### src/design/alkm_ram.sv
// ----------------------------------------------------------------------------
// alkm_ram
// Generic simple dual-port RAM, one write port and one registered read port.
// ----------------------------------------------------------------------------
module alkm_ram #(
  parameter int WIDTH = 8,
  parameter int DEPTH = 16,
  parameter int AW    = (DEPTH > 1) ? $clog2(DEPTH) : 1
) (
  input  logic             clk_i,
  input  logic             we_i,
  input  logic [AW-1:0]    waddr_i,
  input  logic [WIDTH-1:0] wdata_i,
  input  logic             re_i,
  input  logic [AW-1:0]    raddr_i,
  output logic [WIDTH-1:0] rdata_o
);

  logic [WIDTH-1:0] mem [DEPTH];
  logic [WIDTH-1:0] rdata_q;

  always_ff @(posedge clk_i) begin
    if (we_i) begin
      mem[waddr_i] <= wdata_i;
    end
    if (re_i) begin
      rdata_q <= mem[raddr_i];
    end
  end

  assign rdata_o = rdata_q;

endmodule

### config.mk
export PLATFORM = sky130hd
export DESIGN_NAME = alkm_ram
export DESIGN_NICKNAME = d
export VERILOG_FILES = /design/src/design/alkm_ram.sv
export SDC_FILE = /design/constraint.sdc
export NUM_CORES = 1
export LEC_CHECK = 0
export ABC_CLOCK_PERIOD_IN_PS = 1600
export BUFFER_PORTS_ARGS = -buffer_cell sky130_fd_sc_hd__buf_2
export CAP_MARGIN = 20
export CORE_ASPECT_RATIO = 1.5
export CORE_MARGIN = 3
export CORE_UTILIZATION = 54
export CTS_CLUSTER_DIAMETER = 150
export DETAILED_ROUTE_END_ITERATION = 16
export PLACE_DENSITY = 0.74
export SYNTH_ARGS = -nofsm -noshare
export SYNTH_HDL_FRONTEND = slang
export SYNTH_SLANG_ARGS = --single-unit
### constraint.sdc
create_clock -name clk_i -period 1.6 [get_ports clk_i]
set_clock_uncertainty 0.05 [all_clocks]
set_input_delay 0.08 -clock clk_i [delete_from_list [all_inputs] [get_ports clk_i]]
set_output_delay 0.08 -clock clk_i [all_outputs]
set_load 0.1 [all_outputs]
==> summary.txt <==
Run status
  – Status: finished, final reports clean

Logic synthesis
  – Mapped Area: 5230 um2
  – Mean post-synth cell area: 22.8 um2
  – FF+latch count, synth: 136
  – Post-synthesis sequential area ratio: 78.1%
  – Syn Inst Count: 229
  – Synth warn: 0
  – Netlist cell types: 18
  – Post-Syn Nets: 248

Detailed routing
  – Vias per cell: 5.99
  – M1 WL: 3830 um
  – Drt wl/cell: 23.6 um
  – Final WL: 9960 um
  – DRC Markers: 0
  – Initial DRC Count: 305
  – Top Metal Used: met4
  – Antenna-violating nets left: 0
  – First-pass DRT Iterations: 4
  – Routed wl met3: 648 um
  – WL met2: 5290 um
  – Vias: 2526

Worst setup path
  – Beginning of the critical path: mem[3][5]
  – Worst Path Arrival: 1.64 ns
  – R2r endpoint: rdata_o[5]
  – Crit Path Category: reg -> reg
  – Critical Path Max Stage Delay: 0.52 ns
  – Reg2reg start: mem[3][5]
  – Crit end category: register
  – Crit-path cells: mux4_1 -> a22oi_2 -> nand2_1
  – Worst Reg-to-Reg Cells: 3
  – Critical Path Sink: rdata_o[5]
  – Critical Path RT: 1.69 ns
  – Critical path's slowest cell: mux4_1
  – R2r setup slk: 0.06 ns
  – Worst setup SP type: register
  – CP Max Fanout: 1

STA
  – Max Slew Vio Count: 0
  – F_max: 648 MHz
  – RSZ-0062 raised after global routing: false
  – Minimum hold slack: 0.00968 ns
  – Setup slack after layout: 0.0576 ns
  – Crit share post-route: 96.4%
  – Worst Tran Pin Value: 0.493 ns
  – Max-slew headroom: 67.4%
  – Fin. Hold Viols: 0
  – Finish-stage setup viols: 0
  – Tmin final: 1.54 ns

Clocking
  – H-tree levels: 4
  – Total CTS buffers: 17
  – Clk buf depth: 2
  – CTS tree: done
  – Clk Latency, worst-skew pair: 0.41 ns
  – Worst-path clk slew: 0.06 ns
  – Num Clock Sinks: 136
  – CTS root buf: clkbuf_16

Cells and area
  – Nets: 316
  – Filler cells: 621
  – Commonest non-fill, non-tap cell in the layout: edfxtp_1
  – Layout cells sized above 1: 34.5%
  – Final Cell Area: 6300 um2
  – Final Core Density: 67.3%
  – Multi-input combinational cell area: 1070 um2
  – N_diodes: 0
  – Register area: 4080 um2
  – Area delta synth->final: 20.5%
  – Most frequent cells in the layout: edfxtp_1, buf_2, buf_4

Global route
  – Tot GR Track Use: 20.7%
  – Vias in the first global route: 2681
  – First-pass GRT wire length: 15600 um
  – GRT overflow: 0
  – Initial antenna violation count: 0
  – Pin count of the biggest net entering global routing: 33

Placement
  – IO Port Bufs: 26
  – Placed Area: 5650 um2
  – Post-Place Worst Slack: -0.0791 ns
  – RePlAce Congestion: 0.751
  – Hpwl dp: 6430 um

Die
  – FP Rows: 43
  – Die Wd: 86.3 um
  – Die height: 127 um
  – Core area: 9360 um2
  – I/O pin total: 27
  – Initial Util: 55.8%
  – Die area: 10900 um2

Run
  – MaxCap Viol Count: 0

Pwr
  – PwrDens: 1300 nW/um2
  – Static leakage: 0.00216 uW
  – Pwr Total: 8200 uW
  – VDD IR max: 0.969 mV

Worst hold path
  – Worst min path class: in -> reg
[per-layer routing]
metal | GRT usage, % | vias to the layer above
li1 | - | 1119
met1 | 26.5 | 1287
met2 | 33.3 | 105
met4 | 8.99 | 0
met3 | 5.52 | 15
met5 | 0 | -
[metrics by stage]
stage / instances / TNS (ns)
final: 422 / 0
after global routing: 422 / 0
after CTS: 422 / 0
after detailed placement: 383 / -0.216
after global placement: 383 / -0.119
after floorplan: 229 / 0
[registers in the layout, indices dropped and copies added (netlist names)]
signal and count:
rdata_o 8, mem 128
[worst max-delay path, delay by kind of cell (launching register included)]
kind | cells | cell delay, ns
AND/OR/NAND/NOR | 1 | 0.10
flip-flops | 1 | 0.39
AO/OA/AOI/OAI | 1 | 0.21
multiplexers | 1 | 0.52
[cells by family (layout without fill, tap and decap cells)]
logic type,count (synthesis),in the layout,share of synthesized area [%]
mux,32,32,14.8
buf+inv,10,91,1.65
compound gates,16,16,2.30
simple gates,35,35,3.14
flops,136,136,78.1
[worst min-delay path by stage]
stage	startpoint	end	slack [ns]	cells past startpoint
after floorplan	wdata_i[0]	mem[0][0]	0.13	0
after global placement	re_i	rdata_o[4]	0.41	1
after detailed placement	re_i	rdata_o[5]	0.41	1
after CTS	wdata_i[1]	mem[12][1]	0.001	1
after global routing	wdata_i[1]	mem[10][1]	0.006	1
final	wdata_i[1]	mem[10][1]	0.01	1
[cell type report]
class | count | area share (%)
Clock buffer | 17 | 6.76
Sequential cell | 136 | 64.9
Timing Repair Buffer | 59 | 6.87
Tap cell | 112 | 2.23
Multi-Input combinational cell | 83 | 17.0
Clock inverter | 15 | 2.32
[synth_stat cells]
cell	count	share of area (%)
buf_6	3	0.65
mux4_2	18	7.8
nand3b_1	2	0.29
a22oi_1	16	2.3
nor3_1	4	0.38
nor2b_1	1	0.12
mux4_1	14	7.0
nand2_1	9	0.65
and2b_1	1	0.14
buf_4	1	0.14
buf_2	3	0.29
and2_1	1	0.12
edfxtp_1	136	78
nor2_1	13	0.93
nand2b_1	2	0.24
or3b_2	1	0.17
nand3_1	1	0.096
clkdlybuf4s25_2	3	0.57
[where the power goes]
part | total [uW] | switching, uW | internal (uW)
Combinational | 516 | 335 | 180
Sequential | 4030 | 20.1 | 4010
Clock | 3640 | 1480 | 2160
[timing repair]
action | in CTS | in global routing
endpoints found under the setup margin | 0 | 3
hold buffers | 7 | 0
resized for setup | 0 | 3
hold endpoints to repair | 91 | 0
setup buffers | 0 | 0
Power figures use the tool's default switching activity.
