$ cat src/design/alkm_pkg.sv
// ----------------------------------------------------------------------------
// alkm_pkg
// Shared types and constants of the append log with k-th recent match queries.
// ----------------------------------------------------------------------------
package alkm_pkg;

  localparam int LOG_DEPTH = 1024;
  localparam int ADDR_W    = (LOG_DEPTH > 1) ? $clog2(LOG_DEPTH) : 1;
  localparam int CNT_W     = $clog2(LOG_DEPTH + 1);
  localparam int SEQ_W     = 10;
  localparam int POS_W     = 10;
  localparam int CMP_W     = (CNT_W > SEQ_W) ? CNT_W : SEQ_W;
  localparam int TIME_W    = 64;
  localparam int LEN_W     = 16;

  typedef enum logic [2:0] {
    OP_APPEND      = 3'd0,
    OP_BY_SEQ      = 3'd1,
    OP_BY_TASK     = 3'd2,
    OP_BY_TYPE     = 3'd3,
    OP_TASK_SENDER = 3'd4,
    OP_TYPE_SENDER = 3'd5
  } op_e;

  typedef enum logic [1:0] {
    ST_OK      = 2'd0,
    ST_FULL    = 2'd1,
    ST_NOMATCH = 2'd2
  } status_e;

  typedef enum logic [1:0] {
    S_IDLE,
    S_SCAN,
    S_RESP
  } state_e;

  // stored key: type in the top byte, then task, then sender
  typedef struct packed {
    logic [7:0]  msg_type;
    logic [15:0] task_id;
    logic [15:0] sender_id;
  } key_t;

  localparam int KEY_W = $bits(key_t);

endpackage

$ cat src/design/alkm_match.sv
// ----------------------------------------------------------------------------
// alkm_match
// Match compare unit: tests one stored key against the query criteria.
// ----------------------------------------------------------------------------
module alkm_match (
  input  alkm_pkg::op_e  op_i,
  input  alkm_pkg::key_t key_i,
  input  alkm_pkg::key_t crit_i,
  output logic           hit_o
);

  logic task_ok;
  logic type_ok;
  logic sender_ok;

  assign task_ok   = (key_i.task_id == crit_i.task_id);
  assign type_ok   = (key_i.msg_type == crit_i.msg_type);
  assign sender_ok = (key_i.sender_id == crit_i.sender_id);

  always_comb begin
    unique case (op_i)
      alkm_pkg::OP_BY_TASK:     hit_o = task_ok;
      alkm_pkg::OP_BY_TYPE:     hit_o = type_ok;
      alkm_pkg::OP_TASK_SENDER: hit_o = task_ok & sender_ok;
      alkm_pkg::OP_TYPE_SENDER: hit_o = type_ok & sender_ok;
      default:                  hit_o = 1'b0;
    endcase
  end

endmodule

$ cat config.mk
export PLATFORM = sky130hd
export DESIGN_NAME = alkm_match
export DESIGN_NICKNAME = d
export VERILOG_FILES = /design/src/design/alkm_pkg.sv /design/src/design/alkm_match.sv
export SDC_FILE = /design/constraint.sdc
export NUM_CORES = 1
export LEC_CHECK = 0
export BUFFER_PORTS_ARGS = -buffer_cell sky130_fd_sc_hd__buf_2
export CAP_MARGIN = 20
export CORE_MARGIN = 10
export CORE_UTILIZATION = 30
export DETAILED_ROUTE_END_ITERATION = 10
export PLACE_DENSITY_LB_ADDON = 0.25
export SLEW_MARGIN = 20
export SYNTH_ARGS = -nofsm -noshare
export SYNTH_HDL_FRONTEND = slang
export SYNTH_SLANG_ARGS = --single-unit
$ cat constraint.sdc
create_clock -name vclk -period 1.5
set_input_delay 0.225 -clock vclk [all_inputs]
set_output_delay 0.225 -clock vclk [all_outputs]
set_load 0.02 [all_outputs]
==> out/qor.yml, run 1 <==
status:
  status: "finished, violations left"
  violations: "setup timing"
logic_synthesis:
  syn-cell-area_um2: 465.4
  synth_cells: 57
  yosys_warnings: 0
  synth_nets: 140
  synth_top_area_cell: "xor2_1"
  yosysUniqueCellTypes: 10
  synth_top_area_frac: 0.7339
  synth.yosys.seq_area_share: 0
  synth.top_cells.by_count: "39 x xor2_1, 9 x nor4_1, 2 x nand4_1"
  synth.most_common_cell: "xor2_1"
  avgSynthCellArea_um2: 8.166
  synth_area_leaders: "xor2_1 73%, nor4_1 12%, nand4_1 2.7%, nor4_2 2.7%, a21boi_2 2.4%"
timing:
  grt_setup_unrepaired: "true"
  hold_violations: 0
  period_share: 1.028
  relSlewSlack: 0.8287
  final-max-slew-violation-count: 0
  finalWorstSetupSlack_ns: -0.04127
  setup_violations: 1
  worst_pin_slew_ns: 0.2546
  post-route-min-period_ns: 1.541
  tns_ns: -0.04127
  max_freq_mhz: 648.8
run:
  cap_viol_max_count: 0
finish:
  syn_to_final_growth_pct: 104.0
  regArea_um2: 0
  clockBufferCount: 0
  seq_cells: 0
  layout-drive-gt1-share: 0.6170
  insertedDiodeCount: 0
  final_nets: 226
  nFillCells: 140
place:
  port_buffers: 84
  gp_congestion: 0.6499
  hpwl_um: 1986
die:
  initial_core_util: 0.3126
  coreArea_um2: 1489
  dieArea_um2: 3527
  die_x_um: 59.39
  fp.dieH_um: 59.39
  io_pins: 84
  num_rows: 14
clocking:
  cts_setup_buffers: 0
  hold_buffers: 0
critical_path:
  crit_required_ns: 1.27
  start_kind: "input port"
  cp_max_fo: 1
  worstPathArrival_ns: 1.32
  end_kind: "output port"
  path_class: "input port to output port"
detailed_routing:
  routed_via_density: 4.535
  drt_iter0_drc: 1
  drc: 0
  wl_per_cell_um: 13.17
  route.vias.total: 712
  drtAntennaViolNets: 0
  first_pass_iters: 4
  wl_um: 2068
grt:
  antenna_found_initial: 0
  track_usage: 0.09974
  grt_pass1_wl_um: 3029
  grt_start_max_net_pins: 3
  grt_overflow: 0
  grt_pass1_vias: 765
pwr:
  powerDensity_nw_per_um2: 231.4
  switching_share: 0.3832
  pwr-share-seq: 0
  total_power_mw: 0.2198
  leakage_nw: 0.5299
  p_int_mw: 0.1356
  netSwitchingPower_mw: 0.08422
  p_comb_frac: 1.000
  ir_drop_mv: 0.1174
  pwr-share-clk: 0
worst_hold_path:
  hp-class: "input port to output port"
worst max-delay path, stage by stage:
cell	delay, ns
buf_2	0.10
xor2_1	0.15
nor4_1	0.28
nand4_1	0.11
o21ai_1	0.14
a21boi_2	0.18
buf_6	0.13
repair_timing:
| item | CTS | global route |
|---|---|---|
| pin swaps | 1 | 9 |
| setup endpoints to repair | 1 | 1 |
| gates resized for setup | 1 | 7 |
layout by cell type (no fill, tap or decap):
cell type / n
nand3_1: 1
buf_2: 78
and3_1: 1
buf_6: 6
nand4_1: 2
nand2b_1: 1
xor2_1: 39
nor4_2: 2
nor4_1: 8
a21boi_2: 1
o21ai_1: 1
xnor2_1: 1
cells by family (layout without fill, tap and decap cells):
kind of cell / Yosys count / count (layout) / share of synthesized area
AOI/OAI and AO/OA: 2 / 2 / 0.03493
buffers and inverters: 0 / 84 / 0
and+or+nand+nor: 15 / 15 / 0.2124
xor gates and xnor gates: 40 / 40 / 0.7527
layout make-up:
| type | instances | area [um^2] | area share |
|---|---|---|---|
| Multi-Input combinational cell | 57 | 471.7 | 0.4967 |
| Tap cell | 16 | 20.02 | 0.02108 |
| Timing Repair Buffer | 84 | 457.9 | 0.4822 |
per-stage QoR:
step	instance area (um^2)	hold slack [ns]	cells	utilization	setup slack (ns)
global placement	905.9	0.8299	157	0.6084	-0.1552
floorplan	465.4	0.6001	57	-	0.1624
CTS	908.4	0.8365	157	0.6101	-0.1130
global route	949.7	0.8335	157	0.6378	-0.1892
detailed placement	905.9	0.8352	157	0.6084	-0.1291
finish	949.7	0.8128	157	0.6378	-0.04127
worst paths after layout:
kind	from	end	slack (ns)	depth (start not counted)
worst max-delay path	crit_i[27]	hit_o	-0.04	7
worst min-delay path	op_i[1]	hit_o	0.81	4
layer usage:
layer | routed length, um | global-route usage | vias to the layer above
li1 | - | - | 367
met5 | 0 | 0 | -
met4 | 0 | 0 | 0
met2 | 905 | 0.1620 | 57
met1 | 706 | 0.1049 | 288
met3 | 457 | 0.07940 | 0
power by group through the flow:
stage | clock, mW | sequential, mW | combinational (mW)
after floorplan | 0 | 0 | 0.0800
after global placement | 0 | 0 | 0.205
after detailed placement | 0 | 0 | 0.211
after CTS | 0 | 0 | 0.212
after global routing | 0 | 0 | 0.245
final | 0 | 0 | 0.220
Note: power is estimated with default switching activity, not from simulation.
==> run 2, diff against run 1 <==
--- a/config.mk
+++ b/config.mk
@@ -10,6 +10,7 @@
 export CORE_MARGIN = 10
 export CORE_UTILIZATION = 30
 export DETAILED_ROUTE_END_ITERATION = 10
+export MAX_ROUTING_LAYER = met4
 export PLACE_DENSITY_LB_ADDON = 0.25
 export SLEW_MARGIN = 20
 export SYNTH_ARGS = -nofsm -noshare
==> out/qor.yml, run 2 (synthesis results as in run 1) <==
finish:
  layout-drive-gt1-share: 0.6170
  final_common_cell: "buf_2"
  stdcell_area_um2: 949.7
  final_nets: 226
  multi_input_area_um2: 471.7
  layout_common_cells: "78 x buf_2, 39 x xor2_1, 8 x nor4_1"
  insertedDiodeCount: 0
  regArea_um2: 0
  fin_cells: 157
  seq_cells: 0
  syn_to_final_growth_pct: 104.0
  nFillCells: 140
  clockBufferCount: 0
timing:
  grt_setup_unrepaired: "true"
  relSlewSlack: 0.8287
  finalWorstSetupSlack_ns: -0.04127
  worst_pin_slew_ns: 0.2546
  post-route-min-period_ns: 1.541
  max_freq_mhz: 648.8
  whs_ns: 0.8128
  final-max-slew-violation-count: 0
  setup_violations: 1
  period_share: 1.028
  hold_violations: 0
detailed_routing:
  wl_met3_um: 398
  first_pass_iters: 4
  routed_via_density: 4.548
  wl_um: 2067
  wl_met2_um: 907
  wl_per_cell_um: 13.17
  wl_met1_um: 761
  routed.top_layer: "met3"
  drtAntennaViolNets: 0
  drc: 0
  drt_iter0_drc: 1
  route.vias.total: 714
worst_hold_path:
  min_path_cells: 4
  min_to: "hit_o"
  hp-class: "input port to output port"
  hp-start: "op_i[1]"
die:
  die_x_um: 59.39
  coreArea_um2: 1489
  dieArea_um2: 3527
  num_rows: 14
  fp.dieH_um: 59.39
  io_pins: 84
  initial_core_util: 0.3126
critical_path:
  end_kind: "output port"
  critical_path.slowest_cell: "nor4_1"
  crit_required_ns: 1.27
  cp_max_fo: 1
  path_cells: "buf_2 -> xor2_1 -> nor4_1 -> nand4_1 -> o21ai_1 -> a21boi_2 -> buf_6"
  worstPathArrival_ns: 1.32
  cp.buffers_inverters: 2
  crit_family: "simple AND/OR/NAND/NOR gates"
  start_kind: "input port"
  max_stage_delay_ns: 0.28
  path_class: "input port to output port"
pwr:
  leakage_nw: 0.5299
  powerDensity_nw_per_um2: 231.5
  total_power_mw: 0.2198
  ir_drop_mv: 0.1174
place:
  hpwl_um: 1986
  placed_cell_area_um2: 905.9
  gp_congestion: 0.6557
  port_buffers: 84
  placed_cells: 157
  dp_slack_ns: -0.1291
grt:
  grt_pass1_wl_um: 3029
  track_usage: 0.1025
  grt_start_max_net_pins: 3
  grt_pass1_vias: 765
  grt_overflow: 0
  antenna_found_initial: 0
clocking:
  hold_buffers: 0
  cts_setup_buffers: 0
run:
  cap_viol_max_count: 0
status:
  status: "finished, violations left"
  violations: "setup timing"
-- run 2: cell counts in the layout (fill, tap and decap cells not counted) --
No cell type changed its count.
-- run 2: worst max-delay path by stage --
stage	slack, ns	start	end	cells after the start
4_1_cts	-0.11	crit_i[20]	hit_o	7
2_1_floorplan	0.16	crit_i[10]	hit_o	5
3_5_place_dp	-0.13	crit_i[28]	hit_o	7
3_3_place_gp	-0.16	crit_i[22]	hit_o	7
6_report	-0.04	crit_i[27]	hit_o	7
5_1_grt	-0.19	key_i[28]	hit_o	7
-- run 2: per-stage QoR --
stage	TNS (ns)	util
final	-0.04127	0.6378
after floorplan	0	-
after CTS	-0.1130	0.6101
after detailed placement	-0.1291	0.6084
after global placement	-0.1552	0.6084
after global routing	-0.1892	0.6378
-- run 2: tightest hold or removal path, cell delays in order --
cell and delay, ns:
buf_2 0.10, nand2b_1 0.08, a21boi_2 0.06, buf_6 0.12
-- run 2: power breakdown --
group,internal [mW],switching [mW]
combinational,0.136,0.0842
sequential,0,0
clock,0,0
-- run 2: final cells by class --
type,count,share of cell area
well taps,16,0.02108
repair buffers,84,0.4822
multi-input cells,57,0.4967
-- run 2: layer usage --
layer,track usage,vias to the layer above
met3,0.05794,0
met4,0,0
li1,-,367
met2,0.1620,57
met1,0.1168,290
met5,-,-
-- run 2: timing repair --
item                       in CTS  in global routing
pin swaps                       1                  9
resized for setup               1                  7
setup endpoints to repair       1                  1
